<file path="src/rtl/core/lidtf_pkg.sv">
`default_nettype none

package lidtf_pkg;

    typedef struct packed {
        logic [15:0] range_mm;
        logic        scan_start;
    } t_in_item;

    typedef struct packed {
        logic [15:0] range_out;
        logic        keep;
    } t_out_item;

    typedef struct packed {
        logic [15:0] range_mm;
        logic [31:0] angle;
    } t_job;

    typedef struct packed {
        logic        [15:0] min_range;
        logic signed [15:0] tilt_sine;
        logic signed [15:0] height_floor;
    } t_back_cfg;

    localparam logic [2:0] REG_ANGLE_STEP   = 3'd0;
    localparam logic [2:0] REG_START_ANGLE  = 3'd1;
    localparam logic [2:0] REG_MIN_RANGE    = 3'd2;
    localparam logic [2:0] REG_TILT_SINE    = 3'd3;
    localparam logic [2:0] REG_HEIGHT_FLOOR = 3'd4;

    localparam logic [15:0] ANGLE_STEP_RST   = 16'd46;
    localparam logic [15:0] START_ANGLE_RST  = 16'hE000;
    localparam logic [15:0] MIN_RANGE_RST    = 16'd0;
    localparam logic [15:0] TILT_SINE_RST    = 16'd0;
    localparam logic [15:0] HEIGHT_FLOOR_RST = 16'hFF6A;

    localparam int QUEUE_DEPTH = 2;
    localparam int QUEUE_IDX_W = $clog2(QUEUE_DEPTH);
    localparam int QUEUE_CNT_W = $clog2(QUEUE_DEPTH + 1);

    localparam logic [3:0] CORDIC_LAST = 4'd15;
    localparam logic signed [33:0] CORDIC_X0 = 34'sd652032874;

    function automatic logic [31:0] atan_turn(input logic [3:0] idx);
        logic [31:0] v;
        case (idx)
            4'd0: v = 32'd536870912;
            4'd1: v = 32'd316933406;
            4'd2: v = 32'd167458907;
            4'd3: v = 32'd85004756;
            4'd4: v = 32'd42667331;
            4'd5: v = 32'd21354465;
            4'd6: v = 32'd10680862;
            4'd7: v = 32'd5340245;
            4'd8: v = 32'd2670163;
            4'd9: v = 32'd1335087;
            4'd10: v = 32'd667544;
            4'd11: v = 32'd333772;
            4'd12: v = 32'd166886;
            4'd13: v = 32'd83443;
            4'd14: v = 32'd41722;
            4'd15: v = 32'd20861;
            default: v = 32'd0;
        endcase
        return v;
    endfunction

endpackage

`default_nettype wire

</file>
<file path="src/rtl/core/lidtf_front.sv">
`default_nettype none

module lidtf_front #(
    parameter int ANGLE_BITS = 16
) (
    input  wire                  i_clk,
    input  wire                  i_rst_n,
    input  wire                  i_accept,
    input  lidtf_pkg::t_in_item  i_item,
    input  wire [15:0]           i_angle_step,
    input  wire [15:0]           i_start_angle,
    output lidtf_pkg::t_job      o_job
);
    import lidtf_pkg::*;

    function automatic logic [ANGLE_BITS-1:0] scale_angle(input logic [15:0] v);
        logic [39:0] wide;
        wide = {v, 24'd0};
        return wide[39 -: ANGLE_BITS];
    endfunction

    localparam logic [39:0] BEAM_RST_WIDE = {START_ANGLE_RST, 24'd0};
    localparam logic [ANGLE_BITS-1:0] BEAM_RST = BEAM_RST_WIDE[39 -: ANGLE_BITS];

    logic [ANGLE_BITS-1:0]    r_beam_angle;
    logic [ANGLE_BITS-1:0]    n_beam_angle;
    logic [ANGLE_BITS-1:0]    angle_used;
    logic [ANGLE_BITS+31:0]   angle_wide;
    logic [31:0]              angle_turn;
    logic [31:0]              angle_folded;

    always_comb begin
        angle_used   = i_item.scan_start ? scale_angle(i_start_angle) : r_beam_angle;
        n_beam_angle = angle_used + scale_angle(i_angle_step);
        angle_wide   = {angle_used, 32'd0};
        angle_turn   = angle_wide[ANGLE_BITS+31:ANGLE_BITS];
        // The second and third quadrants mirror onto the first and fourth.
        if (angle_turn[31:30] == 2'b01 || angle_turn[31:30] == 2'b10) begin
            angle_folded = 32'h8000_0000 - angle_turn;
        end else begin
            angle_folded = angle_turn;
        end
    end

    assign o_job.range_mm = i_item.range_mm;
    assign o_job.angle    = angle_folded;

    always_ff @(posedge i_clk) begin
        if (!i_rst_n) begin
            r_beam_angle <= BEAM_RST;
        end else if (i_accept) begin
            r_beam_angle <= n_beam_angle;
        end
    end

endmodule

`default_nettype wire

</file>
<file path="src/rtl/core/lidtf_queue.sv">
`default_nettype none

module lidtf_queue (
    input  wire              i_clk,
    input  wire              i_rst_n,
    input  wire              i_push,
    input  lidtf_pkg::t_job  i_data,
    input  wire              i_pop,
    output logic             o_full,
    output logic             o_valid,
    output lidtf_pkg::t_job  o_data
);
    import lidtf_pkg::*;

    t_job                   r_entry [QUEUE_DEPTH];
    logic [QUEUE_CNT_W-1:0] r_count;
    logic [QUEUE_CNT_W-1:0] n_count;
    logic [QUEUE_CNT_W-1:0] wr_pos;
    logic                   do_push;
    logic                   do_pop;

    assign o_full  = (r_count == QUEUE_CNT_W'(QUEUE_DEPTH));
    assign o_valid = (r_count != '0);
    assign o_data  = r_entry[0];
    assign do_push = i_push && !o_full;
    assign do_pop  = i_pop && o_valid;
    assign wr_pos  = r_count - QUEUE_CNT_W'(do_pop);

    always_comb begin
        n_count = r_count;
        if (do_push && !do_pop) begin
            n_count = r_count + 1'b1;
        end else if (do_pop && !do_push) begin
            n_count = r_count - 1'b1;
        end
    end

    always_ff @(posedge i_clk) begin
        for (int k = 0; k < QUEUE_DEPTH - 1; k++) begin
            if (do_push && wr_pos == QUEUE_CNT_W'(k)) begin
                r_entry[k] <= i_data;
            end else if (do_pop) begin
                r_entry[k] <= r_entry[k+1];
            end
        end
        if (do_push && wr_pos == QUEUE_CNT_W'(QUEUE_DEPTH - 1)) begin
            r_entry[QUEUE_DEPTH-1] <= i_data;
        end
    end

    always_ff @(posedge i_clk) begin
        if (!i_rst_n) begin
            r_count <= '0;
        end else begin
            r_count <= n_count;
        end
    end

`ifndef SYNTH
    a_count_bound: assert property (@(posedge i_clk) disable iff (!i_rst_n)
        r_count <= QUEUE_CNT_W'(QUEUE_DEPTH))
        else $error("queue count exceeds depth");

    a_count_grow: assert property (@(posedge i_clk) disable iff (!i_rst_n)
        (i_push && !o_full && !(i_pop && o_valid)) |=> (r_count == $past(r_count) + 1'b1))
        else $error("queue count did not grow on a lone push");
`endif

endmodule

`default_nettype wire

</file>
<file path="src/rtl/core/lidtf_back.sv">
`default_nettype none

module lidtf_back (
    input  wire                   i_clk,
    input  wire                   i_rst_n,
    input  wire                   i_job_valid,
    input  lidtf_pkg::t_job       i_job,
    output logic                  o_job_pop,
    input  lidtf_pkg::t_back_cfg  i_cfg,
    input  wire                   i_pop,
    output logic                  o_out_valid,
    output lidtf_pkg::t_out_item  o_out_item
);
    import lidtf_pkg::*;

    typedef enum logic [2:0] {
        ST_IDLE,
        ST_ROTATE,
        ST_SCALE,
        ST_TILT,
        ST_DONE
    } t_state;

    t_state               r_state;
    logic [3:0]           r_iter;
    logic signed [33:0]   r_x;
    logic signed [33:0]   r_y;
    logic signed [32:0]   r_z;
    logic [15:0]          r_range;
    logic signed [32:0]   r_p1;
    logic signed [48:0]   r_p2;
    logic                 r_out_valid;
    t_out_item            r_out_item;

    logic signed [33:0]   dx;
    logic signed [33:0]   dy;
    logic signed [32:0]   dz;
    logic signed [33:0]   y_round;
    logic signed [33:0]   sine_wide;
    logic signed [15:0]   sine_q15;
    logic signed [48:0]   limit;
    logic                 keep;
    logic                 out_free;

    always_comb begin
        dx      = r_y >>> r_iter;
        dy      = r_x >>> r_iter;
        dz      = $signed({1'b0, atan_turn(r_iter)});
        y_round = r_y + 34'sd16384;
        sine_wide = y_round >>> 15;
        if (sine_wide > 34'sd32767) begin
            sine_q15 = 16'sh7FFF;
        end else if (sine_wide < -34'sd32768) begin
            sine_q15 = 16'sh8000;
        end else begin
            sine_q15 = sine_wide[15:0];
        end
        limit = {{3{i_cfg.height_floor[15]}}, i_cfg.height_floor, 30'd0};
        keep  = (r_range < i_cfg.min_range) || (r_p2 > limit);
    end

    assign out_free    = !r_out_valid || i_pop;
    assign o_job_pop   = (r_state == ST_IDLE) && i_job_valid;
    assign o_out_valid = r_out_valid;
    assign o_out_item  = r_out_item;

    always_ff @(posedge i_clk) begin
        if (!i_rst_n) begin
            r_state     <= ST_IDLE;
            r_iter      <= '0;
            r_out_valid <= 1'b0;
        end else begin
            if (i_pop && r_state != ST_DONE) begin
                r_out_valid <= 1'b0;
            end
            case (r_state)
                ST_IDLE: begin
                    if (i_job_valid) begin
                        r_x     <= CORDIC_X0;
                        r_y     <= '0;
                        r_z     <= $signed({i_job.angle[31], i_job.angle});
                        r_range <= i_job.range_mm;
                        r_iter  <= '0;
                        r_state <= ST_ROTATE;
                    end
                end
                ST_ROTATE: begin
                    if (!r_z[32]) begin
                        r_x <= r_x - dx;
                        r_y <= r_y + dy;
                        r_z <= r_z - dz;
                    end else begin
                        r_x <= r_x + dx;
                        r_y <= r_y - dy;
                        r_z <= r_z + dz;
                    end
                    r_iter <= r_iter + 1'b1;
                    if (r_iter == CORDIC_LAST) begin
                        r_state <= ST_SCALE;
                    end
                end
                ST_SCALE: begin
                    r_p1    <= $signed({1'b0, r_range}) * sine_q15;
                    r_state <= ST_TILT;
                end
                ST_TILT: begin
                    r_p2    <= r_p1 * i_cfg.tilt_sine;
                    r_state <= ST_DONE;
                end
                ST_DONE: begin
                    if (out_free) begin
                        r_out_item.range_out <= r_range;
                        r_out_item.keep      <= keep;
                        r_out_valid          <= 1'b1;
                        r_state              <= ST_IDLE;
                    end else if (i_pop) begin
                        r_out_valid <= 1'b0;
                    end
                end
                default: begin
                    r_state <= ST_IDLE;
                end
            endcase
        end
    end

`ifndef SYNTH
    a_done_delivers: assert property (@(posedge i_clk) disable iff (!i_rst_n)
        (r_state == ST_DONE && out_free) |=> (r_out_valid && r_state == ST_IDLE))
        else $error("finished transaction was not delivered");

    a_rotate_ends: assert property (@(posedge i_clk) disable iff (!i_rst_n)
        (r_state == ST_ROTATE && r_iter == CORDIC_LAST) |=> (r_state == ST_SCALE))
        else $error("rotation did not end after the last iteration");
`endif

endmodule

`default_nettype wire

</file>
<file path="src/rtl/core/lidar_tilt_ground_filter.sv">
// The back end works on one transaction at a time, through the 16-iteration
// CORDIC rotator and the two multiply stages that share it; it takes no new
// transaction until the last one has passed to the output register.
// A two-entry queue lets the input side accept while the back end is busy.
// Reset is synchronous and active low; it clears all queues and control state,
// loads the register reset values and sets the beam angle to the start angle.
`default_nettype none

module lidar_tilt_ground_filter #(
    parameter int ANGLE_BITS = 16
) (
    input  wire                   i_clk,
    input  wire                   i_rst_n,
    input  wire                   push,
    output logic                  full,
    input  lidtf_pkg::t_in_item   i_in_item,
    output logic                  empty,
    input  wire                   pop,
    output lidtf_pkg::t_out_item  o_out_item,
    input  wire                   psel,
    input  wire                   penable,
    input  wire                   pwrite,
    input  wire [4:0]             paddr,
    input  wire [31:0]            pwdata,
    output logic [31:0]           prdata,
    output logic                  pready
);
    import lidtf_pkg::*;

    logic [15:0] r_angle_step;
    logic [15:0] r_start_angle;
    logic [15:0] r_min_range;
    logic [15:0] r_tilt_sine;
    logic [15:0] r_height_floor;

    logic        cfg_write;
    logic [2:0]  reg_idx;
    logic        in_accept;
    logic        queue_full;
    logic        queue_valid;
    logic        queue_pop;
    logic        out_valid;
    t_job        front_job;
    t_job        queue_job;
    t_back_cfg   back_cfg;

    assign pready    = 1'b1;
    assign reg_idx   = paddr[4:2];
    assign cfg_write = psel && penable && pwrite && pready;

    always_ff @(posedge i_clk) begin
        if (!i_rst_n) begin
            r_angle_step   <= ANGLE_STEP_RST;
            r_start_angle  <= START_ANGLE_RST;
            r_min_range    <= MIN_RANGE_RST;
            r_tilt_sine    <= TILT_SINE_RST;
            r_height_floor <= HEIGHT_FLOOR_RST;
        end else if (cfg_write) begin
            case (reg_idx)
                REG_ANGLE_STEP:   r_angle_step   <= pwdata[15:0];
                REG_START_ANGLE:  r_start_angle  <= pwdata[15:0];
                REG_MIN_RANGE:    r_min_range    <= pwdata[15:0];
                REG_TILT_SINE:    r_tilt_sine    <= pwdata[15:0];
                REG_HEIGHT_FLOOR: r_height_floor <= pwdata[15:0];
                default: begin
                end
            endcase
        end
    end

    always_comb begin
        case (reg_idx)
            REG_ANGLE_STEP:   prdata = {16'd0, r_angle_step};
            REG_START_ANGLE:  prdata = {16'd0, r_start_angle};
            REG_MIN_RANGE:    prdata = {16'd0, r_min_range};
            REG_TILT_SINE:    prdata = {16'd0, r_tilt_sine};
            REG_HEIGHT_FLOOR: prdata = {16'd0, r_height_floor};
            default:          prdata = 32'd0;
        endcase
    end

    assign full      = queue_full;
    assign in_accept = push && !queue_full;
    assign empty     = !out_valid;

    assign back_cfg.min_range    = r_min_range;
    assign back_cfg.tilt_sine    = r_tilt_sine;
    assign back_cfg.height_floor = r_height_floor;

    lidtf_front #(
        .ANGLE_BITS(ANGLE_BITS)
    ) u_front (
        .i_clk         (i_clk),
        .i_rst_n       (i_rst_n),
        .i_accept      (in_accept),
        .i_item        (i_in_item),
        .i_angle_step  (r_angle_step),
        .i_start_angle (r_start_angle),
        .o_job         (front_job)
    );

    lidtf_queue u_queue (
        .i_clk   (i_clk),
        .i_rst_n (i_rst_n),
        .i_push  (in_accept),
        .i_data  (front_job),
        .i_pop   (queue_pop),
        .o_full  (queue_full),
        .o_valid (queue_valid),
        .o_data  (queue_job)
    );

    lidtf_back u_back (
        .i_clk       (i_clk),
        .i_rst_n     (i_rst_n),
        .i_job_valid (queue_valid),
        .i_job       (queue_job),
        .o_job_pop   (queue_pop),
        .i_cfg       (back_cfg),
        .i_pop       (pop && out_valid),
        .o_out_valid (out_valid),
        .o_out_item  (o_out_item)
    );

endmodule

`default_nettype wire

</file>
<file path="config.mk">
export PLATFORM = sky130hd
export DESIGN_NAME = lidar_tilt_ground_filter
export DESIGN_NICKNAME = d
export VERILOG_FILES = /design/src/rtl/core/lidtf_pkg.sv /design/src/rtl/core/lidtf_front.sv /design/src/rtl/core/lidtf_queue.sv /design/src/rtl/core/lidtf_back.sv /design/src/rtl/core/lidar_tilt_ground_filter.sv
export SDC_FILE = /design/constraint.sdc
export NUM_CORES = 2
export LEC_CHECK = 0
export ABC_CLOCK_PERIOD_IN_PS = 8150
export BUFFER_PORTS_ARGS = -buffer_cell sky130_fd_sc_hd__clkbuf_2
export CORE_ASPECT_RATIO = 0.7
export CORE_UTILIZATION = 60
export CTS_BUF_LIST = sky130_fd_sc_hd__clkbuf_8 sky130_fd_sc_hd__clkbuf_16
export DETAILED_ROUTE_END_ITERATION = 10
export GPL_TIMING_DRIVEN = 0
export PLACE_DENSITY_LB_ADDON = 0.3
export SLEW_MARGIN = 30
export SYNTH_ARGS = -nofsm -noshare
export SYNTH_HDL_FRONTEND = slang
export SYNTH_SLANG_ARGS = --single-unit
</file>
<file path="constraint.sdc">
create_clock -name i_clk -period 8.15 [get_ports i_clk]
set_input_delay 1.63 -clock i_clk [delete_from_list [all_inputs] [get_ports i_clk]]
set_output_delay 1.63 -clock i_clk [all_outputs]
set_load 0.1 [all_outputs]
</file>
Word level (Yosys, flattened, before mapping)
Memory sizes are Yosys's and may differ from the RTL's. A register that Yosys moved wholly into a read port is not among the register bits.
Index checks and enable logic that the tools add are counted.
W data, S select, Z words.
{"block": "op_classes", "n_mul": 2, "order_cmp": 4, "eq_ne": 17, "muxes": 39, "n_bitwise": 1, "add_sub_neg": 13, "shift": 2, "n_reduce_logical": 38}
{"operator": "$mux W34", "n": 4}
{"operator": "$pmux W34 S2", "n": 2}
{"operator": "$mux W48", "n": 2}
{"operator": "$pmux W16 S5", "n": 1}
{"operator": "$add A34 B34 Y34", "n": 2}
{"operator": "$sshr A34 B4 Y34", "n": 2}
{"operator": "$sub A34 B34 Y34", "n": 2}
{"operator": "$mux W33", "n": 2}
{"operator": "$pmux W33 S2", "n": 1}
{"operator": "$gt A49 B46 Y1", "n": 1}
{"operator": "$mul A33 B16 Y49", "n": 1}
{"operator": "$mux W16", "n": 3}
{"operator": "$reduce_or A48 Y1", "n": 1}
{"operator": "$add A34 B16 Y34 const B", "n": 1}
{"operator": "$add A33 B33 Y33", "n": 1}
{"operator": "$mul A17 B16 Y33", "n": 1}
{"operator": "$sub A33 B33 Y33", "n": 1}
{"operator": "$mux W32", "n": 1}
{"operator": "$sub A32 B32 Y32 const A", "n": 1}
{"operator": "$gt A19 B16 Y1 const B", "n": 1}
{"operator": "$lt A19 B16 Y1 const B", "n": 1}
{"operator": "$add A16 B16 Y16", "n": 1}
{"operator": "$lt A16 B16 Y1", "n": 1}
{"operator": "$reduce_and A2 Y1", "n": 8}
{"operator": "other kinds (26)", "n": 74}
{"block": "totals", "register_bits": 322, "wordCells": 136, "ramBits": 96, "in_bits": 61, "romBits": 480, "n_memories": 2}
{"name": "(no name shown)", "words": 16, "width": 30, "rd": 1, "rd_ports_with_merged_regs": 1, "write_ports": 0, "line": "lidtf_pkg.sv:47", "source": "case (idx)"}
{"name": "u_queue.r_entry", "words": 2, "width": 48, "rd": 2, "rd_ports_with_merged_regs": 0, "write_ports": 1, "line": "lidtf_queue.sv:15", "source": "t_job r_entry [QUEUE_DEPTH];"}

Depth between registers and ports, before layout
{"block": "logic_depth", "depth_word": 10, "mapped_depth": 35}

Modules after synthesis
Synthesis repeated with hierarchy kept, for this count alone.
{"block": "hier_totals", "hier_cells": 6011, "hier_area_um2": 56972.1}
{"module": "lidtf_back", "cells_per_inst": 5124, "area_per_inst_um2": 46902.5, "instances": 1, "seq_area_each_um2": 7247.0}
{"module": "lidtf_queue", "cells_per_inst": 221, "area_per_inst_um2": 4121.5, "instances": 1, "seq_area_each_um2": 2922.8}
{"module": "lidar_tilt_ground_filter", "cells_per_inst": 400, "area_per_inst_um2": 3848.7, "instances": 1, "seq_area_each_um2": 1601.5}
{"module": "lidtf_front", "cells_per_inst": 266, "area_per_inst_um2": 2099.5, "instances": 1, "seq_area_each_um2": 320.3}

Worst setup path before layout
OpenSTA, ideal clock, no wires.
{"block": "synth_path", "path_type": "register to register", "startpoint": "register u_back.r_y[19]", "endpoint": "register u_back.r_p1[32], data pin", "stages_incl_launch_ff": 33, "arrival_ns": 8.083, "slack_ns": -0.193, "n_path_buf": 3, "cell_sequence": "edfxtp_1 -> clkbuf_1 -> nand4_1 -> nor4_1 -> nor2b_1 -> nand2b_1 -> nor2_1 -> o21ai_0 -> nand2_1 -> clkbuf_1 -> o21ai_0 -> clkbuf_1 -> nand2_1 -> fa_1 -> fa_1 -> fa_1 -> fa_1 -> inv_1 -> fa_1 -> inv_1 -> fa_1 -> inv_1 -> ha_1 -> a21o_1 -> a211oi_1 -> o21bai_1 -> a221oi_1 -> a21oi_1 -> nand4_1 -> a32oi_1 -> a211o_1 -> a21oi_1 -> xnor2_1"}
{"block": "synth_via", "elab_chain_len": 5, "word_cells_on_any_way": 6}
{"item": "start, declared", "line": "lidtf_back.sv:27", "source": "logic signed [33:0] r_y;"}
{"item": "start signal, assigned", "line": "lidtf_back.sv:90", "source": "r_y <= r_y + dy;"}
{"item": "start signal, assigned", "line": "lidtf_back.sv:94", "source": "r_y <= r_y - dy;"}
{"item": "$add A34 B16 Y34 (*)", "line": "lidtf_back.sv:49", "source": "y_round = r_y + 34'sd16384;"}
{"item": "$lt A19 B16 Y1", "line": "lidtf_back.sv:53", "source": "end else if (sine_wide < -34'sd32768) begin"}
{"item": "$mux W16", "line": "lidtf_back.sv:53"}
{"item": "$mux W16 (*)", "line": "lidtf_back.sv:51", "source": "if (sine_wide > 34'sd32767) begin"}
{"item": "$mul A17 B16 Y33 (*)", "line": "lidtf_back.sv:103", "source": "r_p1 <= $signed({1'b0, r_range}) * sine_q15;"}
{"item": "end signal, assigned", "line": "lidtf_back.sv:103"}
{"item": "end, declared", "line": "lidtf_back.sv:30", "source": "logic signed [32:0] r_p1;"}
Mark *: on every way between the ends. The rest lies on a longest branch, timed or not.
A chain may end at the register's enable or synchronous reset.

Worst setup path after layout
{"block": "layout_path", "startpoint": "register u_back.r_y[14]", "endpoint": "register u_back.r_p1[32], data pin"}
Same word-level chain as after synthesis.

==> flow_summary.json <==
{
  "grt.total_usage_pct": 40.0,
  "dpl_worst_slack_ps": -2030,
  "timing.final.crit_share_pct": 101,
  "path_common_cell": "fa_1",
  "synth_area_per_cell_sq_um": 9.11,
  "start_util_pct": 60.8,
  "first_global_vias": 44747,
  "rsz0062_at_grt": "yes",
  "gp_congestion": 1.06,
  "violations": "negative setup slack",
  "status": "finished with violations",
  "synth_cell_types": 95,
  "crit_path_max_incr_delay_ps": 560,
  "crit_slowest_cell": "fa_1",
  "rr_worst_depth": 34,
  "netlist_instances": 6034,
  "synth-seq-cells": 416,
  "grt_overflow_total": 0,
  "async_reset_ff_share_pct": 0,
  "dp_cells": 7364,
  "wl_per_cell_um": 24.7,
  "rr_endpoint": "u_back.r_p1[32]",
  "reg2reg_slack_ps": -110,
  "instances_no_fill": 7538,
  "io_pins": 113,
  "setup.worst_path.class": "reg -> reg",
  "clkTransAtPathRegs_ps": 60,
  "root_buffer": "clkbuf_16",
  "cts_buffers": 43,
  "hp-class": "reg -> reg",
  "cap_violations": 0,
  "synth_edf_count": 280,
  "synth_top_cell_by_area": "fa_1",
  "fmax_ghz": 0.121,
  "cts_sinks": 416,
  "dieArea_sq_um": 92800,
  "setup_slack_ps": -111,
  "place_hpwl_mm": 148,
  "setup_viol": 6,
  "clock_latency_ps": 610,
  "vias": 46805,
  "drc": 0,
  "row_count": 92,
  "critPathRequiredTime_ps": 8470,
  "antenna_found_initial": 13,
  "drt_iter0_markers": 6413,
  "die_y_um": 255,
  "endpoint_kind": "flop",
  "grt_pass1_wl_mm": 277,
  "synth.yosys.seq_area_share_pct": 20.3,
  "grt_max_degree": 33,
  "firstDrtPassIters": 8,
  "final_cell_mix": "inv_1 (866), nand2_1 (839), fa_1 (689)",
  "fin_worst_skew_ps": 23.4,
  "yosys.area.top_type_share_pct": 25.4,
  "cp_max_fo": 5,
  "hold_buffers": 0,
  "viasPerCell": 6.21,
  "die_x_um": 364,
  "layout.nets": 7433,
  "ys_warn_count": 0,
  "crit_end": "u_back.r_p1[32]",
  "wl_mm": 186,
  "layout-drive-gt1-share_pct": 10.4,
  "worstSetupStartpointType": "flop",
  "period_needed_ps": 8260,
  "htreeDepth": 2,
  "timing.critical_path.arrival_ps": 8580,
  "final_common_cell": "inv_1",
  "core-area_sq_um": 90400,
  "cp-startpoint": "u_back.r_y[14]",
  "relSlewSlack_pct": 22.1,
  "final.setup.tns_ps": -300,
  "drtAntennaViolNets": 0,
  "port_buffers": 75,
  "hold_viol": 0,
  "r2r-start": "u_back.r_y[14]",
  "synth_ff_type": "edfxtp_1",
  "cts_tree": "built",
  "synthTopCellsByArea": "fa_1 (25%), edfxtp_1 (15%), ha_1 (9.1%)",
  "synth_area_sq_um": 55000,
  "slew_viol_final": 0,
  "syn_to_final_growth_pct": 10.1,
  "worstMarginPinSlew_ps": 1160,
  "clock_path_buffers": 3
}
==> state kept, by name, summed over array words and instances, names as in the netlist <==
name,flops
u_queue.r_entry,64
u_back.r_p2,49
u_back.r_x,34
u_back.r_y,34
u_back.r_p1,33
u_back.r_z,33
u_back.dz,30
u_back.o_out_item,17
r_angle_step,16
r_height_floor,16
r_min_range,16
r_start_angle,16
r_tilt_sine,16
u_back.r_range,16
u_front.r_beam_angle,16
u_back.r_iter,4
u_back.r_state,3
u_queue.r_count,2
u_back.o_out_valid,1
==> how the worst min path moves through the flow <==
stage / depth (start not counted) / slack (ps) / from / end
final: 0 / 420 / u_queue.r_entry[0][38] / u_back.r_range[6]
after detailed placement: 0 / 400 / u_queue.r_entry[0][36] / u_back.r_range[4]
after floorplan: 0 / 400 / u_queue.r_entry[0][32] / u_back.r_range[0]
after CTS: 0 / 420 / u_queue.r_entry[0][36] / u_back.r_range[4]
after global placement: 0 / 400 / u_queue.r_entry[0][42] / u_back.r_range[10]
after global routing: 0 / 420 / u_queue.r_entry[0][43] / u_back.r_range[11]
==> synthesized netlist by cell type, drive strengths merged (7+ instances only) <==
library cell,count
nand2b,85
nor3b,7
edfxtp,280
nor4,14
inv,873
mux2,64
nor2,279
xnor2,178
xor2,111
o31ai,11
nand4,35
mux2i,99
a21o,90
o21a,41
mux4,45
a211o,9
nor2b,73
or2,21
a31o,10
fa,698
a31oi,39
and2,300
o21ai,192
or3,20
clkbuf,231
and3,40
a21boi,7
a21oi,359
nor3,50
buf,59
o211ai,42
ha,401
nand2,847
o21bai,34
o22ai,25
a211oi,28
dfxtp,136
a22oi,20
nand3,64
==> kinds of logic after synthesis <==
| kind of cell | count (synthesis) | share of synthesized area, % |
|---|---|---|
| AND/OR/NAND/NOR | 1863 | 16.0 |
| buffers and inverters | 1165 | 8.29 |
| adder cells (fa/ha/maj) | 1099 | 34.6 |
| AO/OA/AOI/OAI | 991 | 11.2 |
| flip-flops | 416 | 20.3 |
| XOR/XNOR | 290 | 4.65 |
| multiplexers | 208 | 4.99 |
| other | 2 | 0.0137 |
==> area by class of cell <==
type	instances	area [sq um]
Fill cell	7246	29800
Timing Repair Buffer	198	1540
Buffer	271	1480
Sequential cell	416	11100
Inverter	875	3280
Clock inverter	27	280
Multi-Input combinational cell	4468	40000
Tap cell	1222	1530
Antenna cell	11	27.5
Clock buffer	50	1210
==> worst max-delay path, delay by kind of cell (launching register included) <==
family,cells,cell delay [ps]
XOR/XNOR,1,130
AND/OR/NAND/NOR,6,850
AO/OA/AOI/OAI,11,2160
flip-flops,1,490
adder cells (fa/ha/maj),8,3490
buffers and inverters,8,810
==> layer usage <==
metal / track usage (%) / routed length (um) / share of wire, % / vias to the layer above
li1: - / - / - / 20251
met1: 61.2 / 80400 / 43 / 22852
met2: 50.3 / 68600 / 37 / 3316
met3: 18.3 / 32700 / 18 / 376
met4: 8.03 / 4320 / 2.3 / 10
met5: 1.39 / 264 / 0.14 / -
==> through the flow <==
stage | util [%] | instance area [sq um] | hold WS [ps]
floorplan | - | 55000 | 400
global placement | 63.0 | 56900 | 401
detailed placement | 63.4 | 57200 | 405
CTS | 66.1 | 59700 | 421
global route | 66.9 | 60500 | 423
finish | 67.0 | 60500 | 421
==> what timing repair did <==
item | CTS | global route
gates resized for setup | 136 | 162
setup endpoints to repair | 61 | 39
buffers inserted | 55 | 47
gates cloned | 1 | 2
pin swaps | 31 | 75
Power is not shown: default switching activity piles up to over one toggle a cycle in this logic, so the estimate is an artifact.
